--- src/hdl/sssd_pkg.sv ---
`default_nettype none

package sssd_pkg;

  typedef enum logic [1:0] {
    OP_WRITE   = 2'd0,
    OP_RESTART = 2'd1,
    OP_SCROLL  = 2'd2,
    OP_REFRESH = 2'd3
  } op_t;

  typedef struct packed {
    op_t        op;
    logic [5:0] position;
    logic [7:0] char_code;
  } in_item_t;

  typedef struct packed {
    logic [1:0] digit_index;
    logic [7:0] segments;
    logic [5:0] window_start;
  } out_item_t;

  localparam int LEN_W = 7;

  localparam logic [7:0] SEG_BLANK = 8'h00;
  localparam logic [7:0] SEG_DASH  = 8'h40;
  localparam logic [7:0] SEG_DP    = 8'h80;
  localparam logic [7:0] SEG_UNDER = 8'h08;

  // ascii to gfedcba, dp in bit 7; letters of either case share a pattern
  function automatic logic [7:0] seg_decode(input logic [7:0] c);
    logic [7:0] u;
    logic [7:0] s;
    u = (c >= 8'h61 && c <= 8'h7A) ? c - 8'h20 : c;
    case (u)
      8'h2D: s = SEG_DASH;
      8'h2E: s = SEG_DP;
      8'h5F: s = SEG_UNDER;
      8'h30: s = 8'h3F;
      8'h31: s = 8'h06;
      8'h32: s = 8'h5B;
      8'h33: s = 8'h4F;
      8'h34: s = 8'h66;
      8'h35: s = 8'h6D;
      8'h36: s = 8'h7D;
      8'h37: s = 8'h07;
      8'h38: s = 8'h7F;
      8'h39: s = 8'h6F;
      8'h41: s = 8'h77;
      8'h42: s = 8'h7C;
      8'h43: s = 8'h39;
      8'h44: s = 8'h5E;
      8'h45: s = 8'h79;
      8'h46: s = 8'h71;
      8'h47: s = 8'h3D;
      8'h48: s = 8'h76;
      8'h49: s = 8'h30;
      8'h4A: s = 8'h1E;
      8'h4B: s = 8'h75;
      8'h4C: s = 8'h38;
      8'h4D: s = 8'h55;
      8'h4E: s = 8'h54;
      8'h4F: s = 8'h5C;
      8'h50: s = 8'h73;
      8'h51: s = 8'h67;
      8'h52: s = 8'h50;
      8'h53: s = 8'h6D;
      8'h54: s = 8'h78;
      8'h55: s = 8'h3E;
      8'h56: s = 8'h1C;
      8'h57: s = 8'h1D;
      8'h58: s = 8'h64;
      8'h59: s = 8'h6E;
      8'h5A: s = 8'h5B;
      default: s = SEG_BLANK;
    endcase
    return s;
  endfunction

endpackage

`default_nettype wire

--- src/hdl/scrolling_seven_segment_driver.sv ---
// channel   direction  payload                    handshake
// in_       input      sssd_pkg::in_item_t        in_valid / in_stall
// out_      output     sssd_pkg::out_item_t       out_valid / out_stall
// cfg_      input      scroll length, 7 bits      cfg_we, no wait
//
// one transfer per cycle on the input while in_stall is low; each result passes through
// the registered read of the string store and the output register
// rst_n is synchronous: scroll state, digit counter and window clear, the store does not
// in_stall rises only while both the read stage and the output register are held
`default_nettype none

module scrolling_seven_segment_driver #(
  parameter int DIGITS       = 4,
  parameter int STRING_DEPTH = 64
) (
  input  wire                  clk,
  input  wire                  rst_n,
  input  wire                  in_valid,
  output logic                 in_stall,
  input  sssd_pkg::in_item_t   in_item,
  output logic                 out_valid,
  input  wire                  out_stall,
  output sssd_pkg::out_item_t  out_item,
  input  wire                  cfg_we,
  input  wire [sssd_pkg::LEN_W-1:0] cfg_wdata
);

  localparam int AW = $clog2(STRING_DEPTH);
  localparam int DW = (DIGITS > 1) ? $clog2(DIGITS) : 1;
  localparam int CL = $clog2(STRING_DEPTH + 1);
  localparam int LW = (CL > sssd_pkg::LEN_W) ? CL + 1 : sssd_pkg::LEN_W + 1;
  localparam int RW = 11;

  // control and scroll state
  logic [sssd_pkg::LEN_W-1:0] len_r;
  logic [AW-1:0]              pos_r, pos_nxt;
  logic                       up_r, up_nxt;
  logic [DW-1:0]              dig_r, dig_nxt;
  logic [7:0]                 win_r [DIGITS];

  // read stage
  logic          s1_v_r;
  logic          s1_scroll_r;
  logic [DW-1:0] s1_dig_r;
  logic [AW-1:0] s1_pos_r;

  // output register
  logic                 out_valid_r;
  sssd_pkg::out_item_t  out_item_r, out_item_nxt;

  logic          accept, out_free, s1_go;
  logic          wr_en, rd_en;
  logic [AW-1:0] wr_addr;
  logic [AW-1:0] rd_addr [DIGITS];
  logic [7:0]    rd_data [DIGITS];

  assign out_free = !out_valid_r || !out_stall;
  assign s1_go    = s1_v_r && out_free;
  assign in_stall = s1_v_r && !out_free;
  assign accept   = in_valid && !in_stall;
  assign wr_en    = accept && (in_item.op == sssd_pkg::OP_WRITE);
  assign rd_en    = accept && (in_item.op == sssd_pkg::OP_SCROLL);

  // write address wraps on the store depth
  always_comb begin
    logic [RW-1:0] wa;
    wa = RW'(in_item.position);
    for (int k = 2; k >= 0; k--) begin
      if (wa >= (RW'(STRING_DEPTH) << k)) begin
        wa = wa - (RW'(STRING_DEPTH) << k);
      end
    end
    wr_addr = wa[AW-1:0];
  end

  // one store copy per digit so the whole window is read in parallel
  for (genvar g = 0; g < DIGITS; g++) begin : g_lane
    logic [7:0]  bank [STRING_DEPTH];
    logic [7:0]  rd_q;
    logic [AW:0] sum;

    always_comb begin
      sum = {1'b0, pos_r} + (AW + 1)'(g);
      if (sum >= (AW + 1)'(STRING_DEPTH)) begin
        sum = sum - (AW + 1)'(STRING_DEPTH);
      end
    end
    assign rd_addr[g] = sum[AW-1:0];

    always_ff @(posedge clk) begin
      if (wr_en) begin
        bank[wr_addr] <= in_item.char_code;
      end
      if (rd_en) begin
        rd_q <= bank[rd_addr[g]];
      end
    end
    assign rd_data[g] = rd_q;
  end

  // scroll position and digit counter update at the transfer
  always_comb begin
    logic signed [LW-1:0] lenc, limit, p_s;
    pos_nxt = pos_r;
    up_nxt  = up_r;
    dig_nxt = dig_r;
    lenc    = (LW'(len_r) > LW'(STRING_DEPTH)) ? LW'(STRING_DEPTH) : LW'(len_r);
    limit   = lenc - LW'(DIGITS);
    p_s     = LW'(pos_r);
    if (accept) begin
      case (in_item.op)
        sssd_pkg::OP_RESTART: begin
          pos_nxt = '0;
          up_nxt  = 1'b1;
        end
        sssd_pkg::OP_SCROLL: begin
          if (up_r) begin
            if (p_s < limit) begin
              pos_nxt = pos_r + AW'(1);
              if (p_s + LW'(1) == limit) begin
                up_nxt = 1'b0;
              end
            end
          end else if (pos_r != '0) begin
            pos_nxt = pos_r - AW'(1);
            if (pos_r == AW'(1)) begin
              up_nxt = 1'b1;
            end
          end
        end
        sssd_pkg::OP_REFRESH: begin
          dig_nxt = (dig_r == DW'(DIGITS - 1)) ? '0 : dig_r + DW'(1);
        end
        default: begin
        end
      endcase
    end
  end

  // result of the item in the read stage; a fresh window bypasses win_r
  always_comb begin
    logic [7:0]      ch;
    logic [AW+5:0]   pos_ext;
    logic [DW+1:0]   dig_ext;
    ch      = s1_scroll_r ? rd_data[s1_dig_r] : win_r[s1_dig_r];
    pos_ext = (AW + 6)'(s1_pos_r);
    dig_ext = (DW + 2)'(s1_dig_r);
    out_item_nxt.digit_index  = dig_ext[1:0];
    out_item_nxt.segments     = sssd_pkg::seg_decode(ch);
    out_item_nxt.window_start = pos_ext[5:0];
  end

  always_ff @(posedge clk) begin
    if (!rst_n) begin
      len_r       <= '0;
      pos_r       <= '0;
      up_r        <= 1'b1;
      dig_r       <= '0;
      s1_v_r      <= 1'b0;
      out_valid_r <= 1'b0;
      for (int i = 0; i < DIGITS; i++) begin
        win_r[i] <= '0;
      end
    end else begin
      if (cfg_we) begin
        len_r <= cfg_wdata;
      end
      pos_r <= pos_nxt;
      up_r  <= up_nxt;
      dig_r <= dig_nxt;
      if (accept) begin
        s1_v_r <= 1'b1;
      end else if (s1_go) begin
        s1_v_r <= 1'b0;
      end
      if (out_free) begin
        out_valid_r <= s1_v_r;
      end
      if (s1_go && s1_scroll_r) begin
        for (int i = 0; i < DIGITS; i++) begin
          win_r[i] <= rd_data[i];
        end
      end
    end
  end

  always_ff @(posedge clk) begin
    if (accept) begin
      s1_scroll_r <= (in_item.op == sssd_pkg::OP_SCROLL);
      s1_dig_r    <= dig_nxt;
      s1_pos_r    <= pos_nxt;
    end
    if (s1_go) begin
      out_item_r <= out_item_nxt;
    end
  end

  assign out_valid = out_valid_r;
  assign out_item  = out_item_r;

endmodule

`default_nettype wire

--- config.mk ---
export PLATFORM = sky130hd
export DESIGN_NAME = scrolling_seven_segment_driver
export DESIGN_NICKNAME = d
export VERILOG_FILES = /design/src/hdl/sssd_pkg.sv /design/src/hdl/scrolling_seven_segment_driver.sv
export SDC_FILE = /design/constraint.sdc
export NUM_CORES = 1
export LEC_CHECK = 0
export BUFFER_PORTS_ARGS = -buffer_cell sky130_fd_sc_hd__clkbuf_2
export CAP_MARGIN = 25
export CORE_MARGIN = 4
export CORE_UTILIZATION = 35
export CTS_BUF_LIST = sky130_fd_sc_hd__clkbuf_8 sky130_fd_sc_hd__clkbuf_16
export CTS_CLUSTER_SIZE = 8
export DETAILED_ROUTE_END_ITERATION = 6
export PLACE_DENSITY_LB_ADDON = 0.25
export SYNTH_ARGS = -nofsm -noshare
export SYNTH_HDL_FRONTEND = slang
export SYNTH_SLANG_ARGS = --single-unit
--- constraint.sdc ---
create_clock -name clk -period 5.45 [get_ports clk]
set_input_delay 0.2725 -clock clk [delete_from_list [all_inputs] [get_ports clk]]
set_output_delay 0.2725 -clock clk [all_outputs]
set_load 0.01 [all_outputs]
Word-level counts from Yosys, hierarchy flattened:

Memories as Yosys holds them, arrays and structs flattened. A register that Yosys moved wholly into a read port is not among the register bits.
Cells that the tools add are included.

* flip-flop bits (word level): 35
* bits in latches: 0
* bits in writable memories: 2080
* ROM bits: 1024
* input bits: 28
* word-level logic and storage cells: 104
* memories: 6

Memory list
* (no name shown): words 128, bits a word 8, read ports 1, clocked after Yosys merged registers in 1, wr ports 0, line sssd_pkg.sv:36 `case (u)`
* g_lane[0].bank: words 64, bits a word 8, read ports 1, clocked after Yosys merged registers in 1, wr ports 1, line scrolling_seven_segment_driver.sv:78 `logic [7:0] bank [STRING_DEPTH];`
* g_lane[1].bank: words 64, bits a word 8, read ports 1, clocked after Yosys merged registers in 1, wr ports 1, line scrolling_seven_segment_driver.sv:78
* g_lane[2].bank: words 64, bits a word 8, read ports 1, clocked after Yosys merged registers in 1, wr ports 1, line scrolling_seven_segment_driver.sv:78
* g_lane[3].bank: words 64, bits a word 8, read ports 1, clocked after Yosys merged registers in 1, wr ports 1, line scrolling_seven_segment_driver.sv:78
* win_r: words 4, bits a word 8, read ports 1, clocked after Yosys merged registers in 1, wr ports 4, line scrolling_seven_segment_driver.sv:39 `logic [7:0] win_r [DIGITS];`

* add/sub/neg operators: 13
* multipliers: 0
* div/mod/pow operators: 0
* magnitude comparators: 9
* equality and inequality tests: 6
* shifts and indexed selects: 0
* multiplexer cells: 37
* bitwise gates (word level): 5
* reductions and logical operators: 17

Operators by type and width (number)
* $mux W8: 8
* $mux W6: 8
* $sub A6 B1 Y6 const B: 5
* $ge A7 B7 Y1 const B: 3
* $bmux W8 S2: 1
* $add A6 B1 Y7 const B: 2
* $add A6 B2 Y7 const B: 2
* $mux W1: 13
* $pmux W6 S2: 1
* $eq A8 B8 Y1: 1
* $ge A8 B7 Y1 const B: 1
* $le A8 B7 Y1 const B: 1
* $lt A7 B8 Y1: 1
* $mux W2: 4
* $sub A7 B3 Y8 const B: 1
* $sub A8 B6 Y8 const B: 1
* $ge A6 B7 Y1 const B: 1
* $gt A7 B7 Y1 const B: 1
* $logic_and A1 B1 Y1: 7
* $mux W7: 1
* $add A6 B1 Y6 const B: 1
* $eq A2 B2 Y1 const B: 3
* $eq A6 B1 Y1 const B: 1
* $reduce_bool A6 Y1: 1
* other kinds (11): 18

Depth between registers and ports, before layout:

* depth after elaboration: 9
* depth in mapped cells: 15
* mapped depth without buffers: 10

Worst setup path after synthesis:

OpenSTA, ideal clock, no wires.

* path type: register -> register
* from: register pos_r[1]
* to: register g_lane[2].rd_q[0] (read register of g_lane[2].bank) (data pin)
* setup time: 0.272 ns
* arrival: 4.061 ns
* required time: 5.178 ns
* slack: 1.117 ns
* stages on the path, launching flop included: 12
* period minus slack after synthesis: 4.333 ns
* path through: dfxtp_1 > buf_2 > buf_4 > buf_2 > buf_1 > inv_1 > ha_1 > buf_2 > buf_1 > mux4_2 > mux4_2 > mux4_2

* cells in the longest elaborated chain, start to end: 3

Ends and longest elaborated chain
* start: declaration: line scrolling_seven_segment_driver.sv:36 `logic [AW-1:0] pos_r, pos_nxt;`
* start signal: assignment: line scrolling_seven_segment_driver.sv:168 `pos_r <= pos_nxt;`
* $add A6 B2 Y7 (*): line scrolling_seven_segment_driver.sv:83 `sum = {1'b0, pos_r} + (AW + 1)'(g);`
* $sub A6 B1 Y6 or $ge A7 B7 Y1 (tied branches): line scrolling_seven_segment_driver.sv:85, scrolling_seven_segment_driver.sv:84
* $mux W6 (*): line scrolling_seven_segment_driver.sv:84 `if (sum >= (AW + 1)'(STRING_DEPTH)) begin`
* end: declaration: line scrolling_seven_segment_driver.sv:79 `logic [7:0] rd_q;`

Mark *: on every way between the ends. The rest lies on a longest branch, timed or not.
A chain may end at the register's enable or synchronous reset.

Final worst setup path:

* from: register pos_r[0]
* to: register g_lane[1].rd_q[7] (read register of g_lane[1].bank) (data pin)

* cells in the longest elaborated chain, start to end: 3

Ends and longest elaborated chain (line)
* $add A6 B1 Y7 (*): scrolling_seven_segment_driver.sv:83
* $sub A6 B1 Y6 or $ge A7 B7 Y1 (tied branches): scrolling_seven_segment_driver.sv:85, scrolling_seven_segment_driver.sv:84
* $mux W6 (*): scrolling_seven_segment_driver.sv:84
* end: declaration: scrolling_seven_segment_driver.sv:79

Marked as above.

==> results.py <==
metrics = {
    "timing": {
        "finalHoldViolations": 0,
        "fmax_mhz": 250.1,
        "drv_slew": 0,
        "fin_setup_tns_ns": 0,
        "rsz0062_at_grt": "false",
        "finClkSkew_ns": 0.02215,
        "slew_headroom": 0.2794,
        "min_period_over_period": 0.7337,
        "fin_crit_ns": 3.999,
        "worst_slew_pin_slew_ns": 1.077,
        "holdWs_ns": 0.09306,
        "finalSetupViolCount": 0,
    },
    "yosys": {
        "synth_area_per_cell_um2": 19.47,
        "ys_ff_latch": 621,
        "synthCells": 1919,
        "async_flop_share": 0,
        "syn_area_mm2": 0.03736,
        "synth_enable_flop_cells": 601,
        "ys_warn_count": 0,
        "synthFlopType": "edfxtp_1",
        "ys_types": 62,
        "seq_area_frac_synth": 0.4937,
        "syn_nets": 1974,
    },
    "floorplanning": {
        "die_area_mm2": 0.1120,
        "die_width_um": 334.7,
        "initial_utilization": 0.3539,
        "pin_count": 46,
        "die_h_um": 334.7,
        "coreArea_mm2": 0.1056,
        "row_count": 119,
    },
    "worst_setup_path": {
        "rr_worst_depth": 5,
        "path_max_fanout": 56,
        "crit_path_top_delay_cell": "buf_4",
        "crit_arrival_ns": 4.37,
        "crit_top_cell": "mux4_2",
        "crit_required_ns": 5.82,
        "path_class": "register to register",
        "slowest_delay_ns": 0.74,
        "crit_path_cell_trace": "buf_4 -> buf_4 -> mux4_2 -> mux4_2 -> mux4_2",
        "crit_path_start_kind": "register",
        "crit_path_end_kind": "register",
    },
    "hold_path": {
        "hp-class": "input port to register",
        "hold_path_depth": 3,
    },
    "clock_network": {
        "cts_sinks": 621,
        "cts_root_buf": "clkbuf_16",
        "cts_made_buffers": 89,
        "cts_hold_buf": 9,
        "cts_tree": "built",
        "cts_resized": 0,
        "post_cts_buffers": 0,
        "insertion_delay_ns": 0.64,
        "clk_pin_slew_worst_paths_ns": 0.06,
        "clockBufferDepth": 3,
        "h-tree-depth": 3,
    },
    "global_route": {
        "grt_pass1_wl_um": 173500,
        "antenna_found_initial": 15,
        "grt_remaining_overflow": 0,
        "track_usage": 0.2178,
        "grt_pass1_vias": 22290,
        "grt_max_degree": 145,
    },
    "layout": {
        "area_delta_synth_final_pct": 13.16,
        "fill_cells": 9235,
        "multiInputGateArea_mm2": 0.01824,
        "layout-drive-gt1-share": 0.4756,
        "mostFrequentLayoutCells": "mux4_2, edfxtp_1, nor2_1",
        "layout.nets": 2052,
        "regArea_mm2": 0.01846,
        "layout_commonest_cell": "mux4_2",
    },
    "power": {
        "p_leak_uw": 0.01249,
        "switching_share": 0.2283,
        "power_frac_seq": 0.477,
        "irDropWorstVdd_v": 0.0002301,
        "p_comb_frac": 0.079,
        "switchingPower_uw": 2551,
        "p_int_uw": 8625,
        "powerDensity_mw_per_mm2": 264.3,
        "pwr-share-clk": 0.444,
    },
    "routing": {
        "drc": 0,
        "antenna_left": 0,
        "first_iter_violations": 3640,
        "wire_per_inst_um": 35.55,
        "wl_um": 121800,
        "vias": 22750,
        "vias_per_cell": 6.639,
        "first_pass_iters": 6,
    },
    "placed_design": {
        "place_congestion": 0.8902,
        "dp_hpwl_um": 83190,
        "io_buffer_count": 45,
    },
    "job": {
        "maxCapViolCount": 0,
    },
    "outcome": {
        "status": "complete, no violations",
    },
}
## cell families (layout without fill, tap and decap cells)
family,after synthesis,count (layout),share of synthesized area
mux,716,716,0.4200
fa+ha+maj,27,27,0.009041
buf+inv,188,298,0.02140
flops,621,621,0.4937
compound gates,94,94,0.01818
simple gates,252,252,0.03255
other cells,0,6,0
xor+xnor,21,21,0.005124
## worst max-delay path: cells and delay by family, from the launching register on
family	cells	cell delay, ns
DFF	1	0.69
buffers and inverters	2	1.26
muxes	3	1.71
## layer usage
metal  vias up  routed length (um)  global-route usage
met5         -                 162            0.006383
met4        10                5252             0.08681
met3       231               13870             0.05918
met2      1673               57060              0.3369
met1     12130               45450              0.2943
li1       8707                   -                   -
## cell type report
cell class                      instances  area share
Antenna cell                            6   0.0003551
Clock buffer                           92     0.05418
Clock inverter                         31    0.003196
Inverter                               14    0.001243
Multi-Input combinational cell       1110      0.4313
Sequential cell                       621      0.4366
Tap cell                             1391     0.04116
Timing Repair Buffer                  161     0.03190
## flip-flops by register name (all words and copies together) (netlist names), 2 cells and up, named ones only
name and cells:
g_lane.bank 512, g_lane.rd_q 32, win_r 32, out_item 16, len_r 7, pos_r 6, s1_pos_r 6, dig_r 2
s1_dig_r 2
## through the flow
step	power (uW)	setup WS (ns)	cell area, um2	instances	utilization
final	11180	1.451	42280	3426	0.4005
after global routing	11550	1.221	42270	3420	0.4004
after CTS	11270	1.426	42220	3417	0.3999
after detailed placement	6293	1.453	39700	3285	0.3761
after global placement	6277	1.497	39470	3265	0.3739
after floorplan	5997	1.117	37360	1919	-
## cell usage after synthesis (all sizes together), types with 15 or more instances
library cell | n | area, um2
buf | 82 | 401.6
mux4 | 679 | 15290
nand2 | 42 | 157.7
and2 | 42 | 262.8
a21oi | 20 | 100.1
xnor2 | 17 | 148.9
mux2i | 29 | 302.8
nor2b | 15 | 93.84
o21ai | 17 | 85.08
dfxtp | 20 | 400.4
clkbuf | 92 | 345.3
edfxtp | 601 | 18050
ha | 27 | 337.8
nor2 | 97 | 364.1
## final timing paths
kind,slack [ns],startpoint,to
worst min register to register,0.42,s1_pos_r[2],out_item[2]
worst min-delay path,0.09,cfg_we,len_r[5]
worst max-delay path,1.45,pos_r[0],g_lane[1].rd_q[7]
worst max register to register,1.45,pos_r[0],g_lane[1].rd_q[7]
## power groups by stage
stage               Combinational [uW]  Sequential, uW  Clock [uW]
floorplan                          595            5400           0
global placement                   854            5420           0
detailed placement                 868            5420           0
CTS                                877            5330        5060
global route                       940            5330        5280
finish                             884            5330        4960
(Power assumes the default switching activity.)
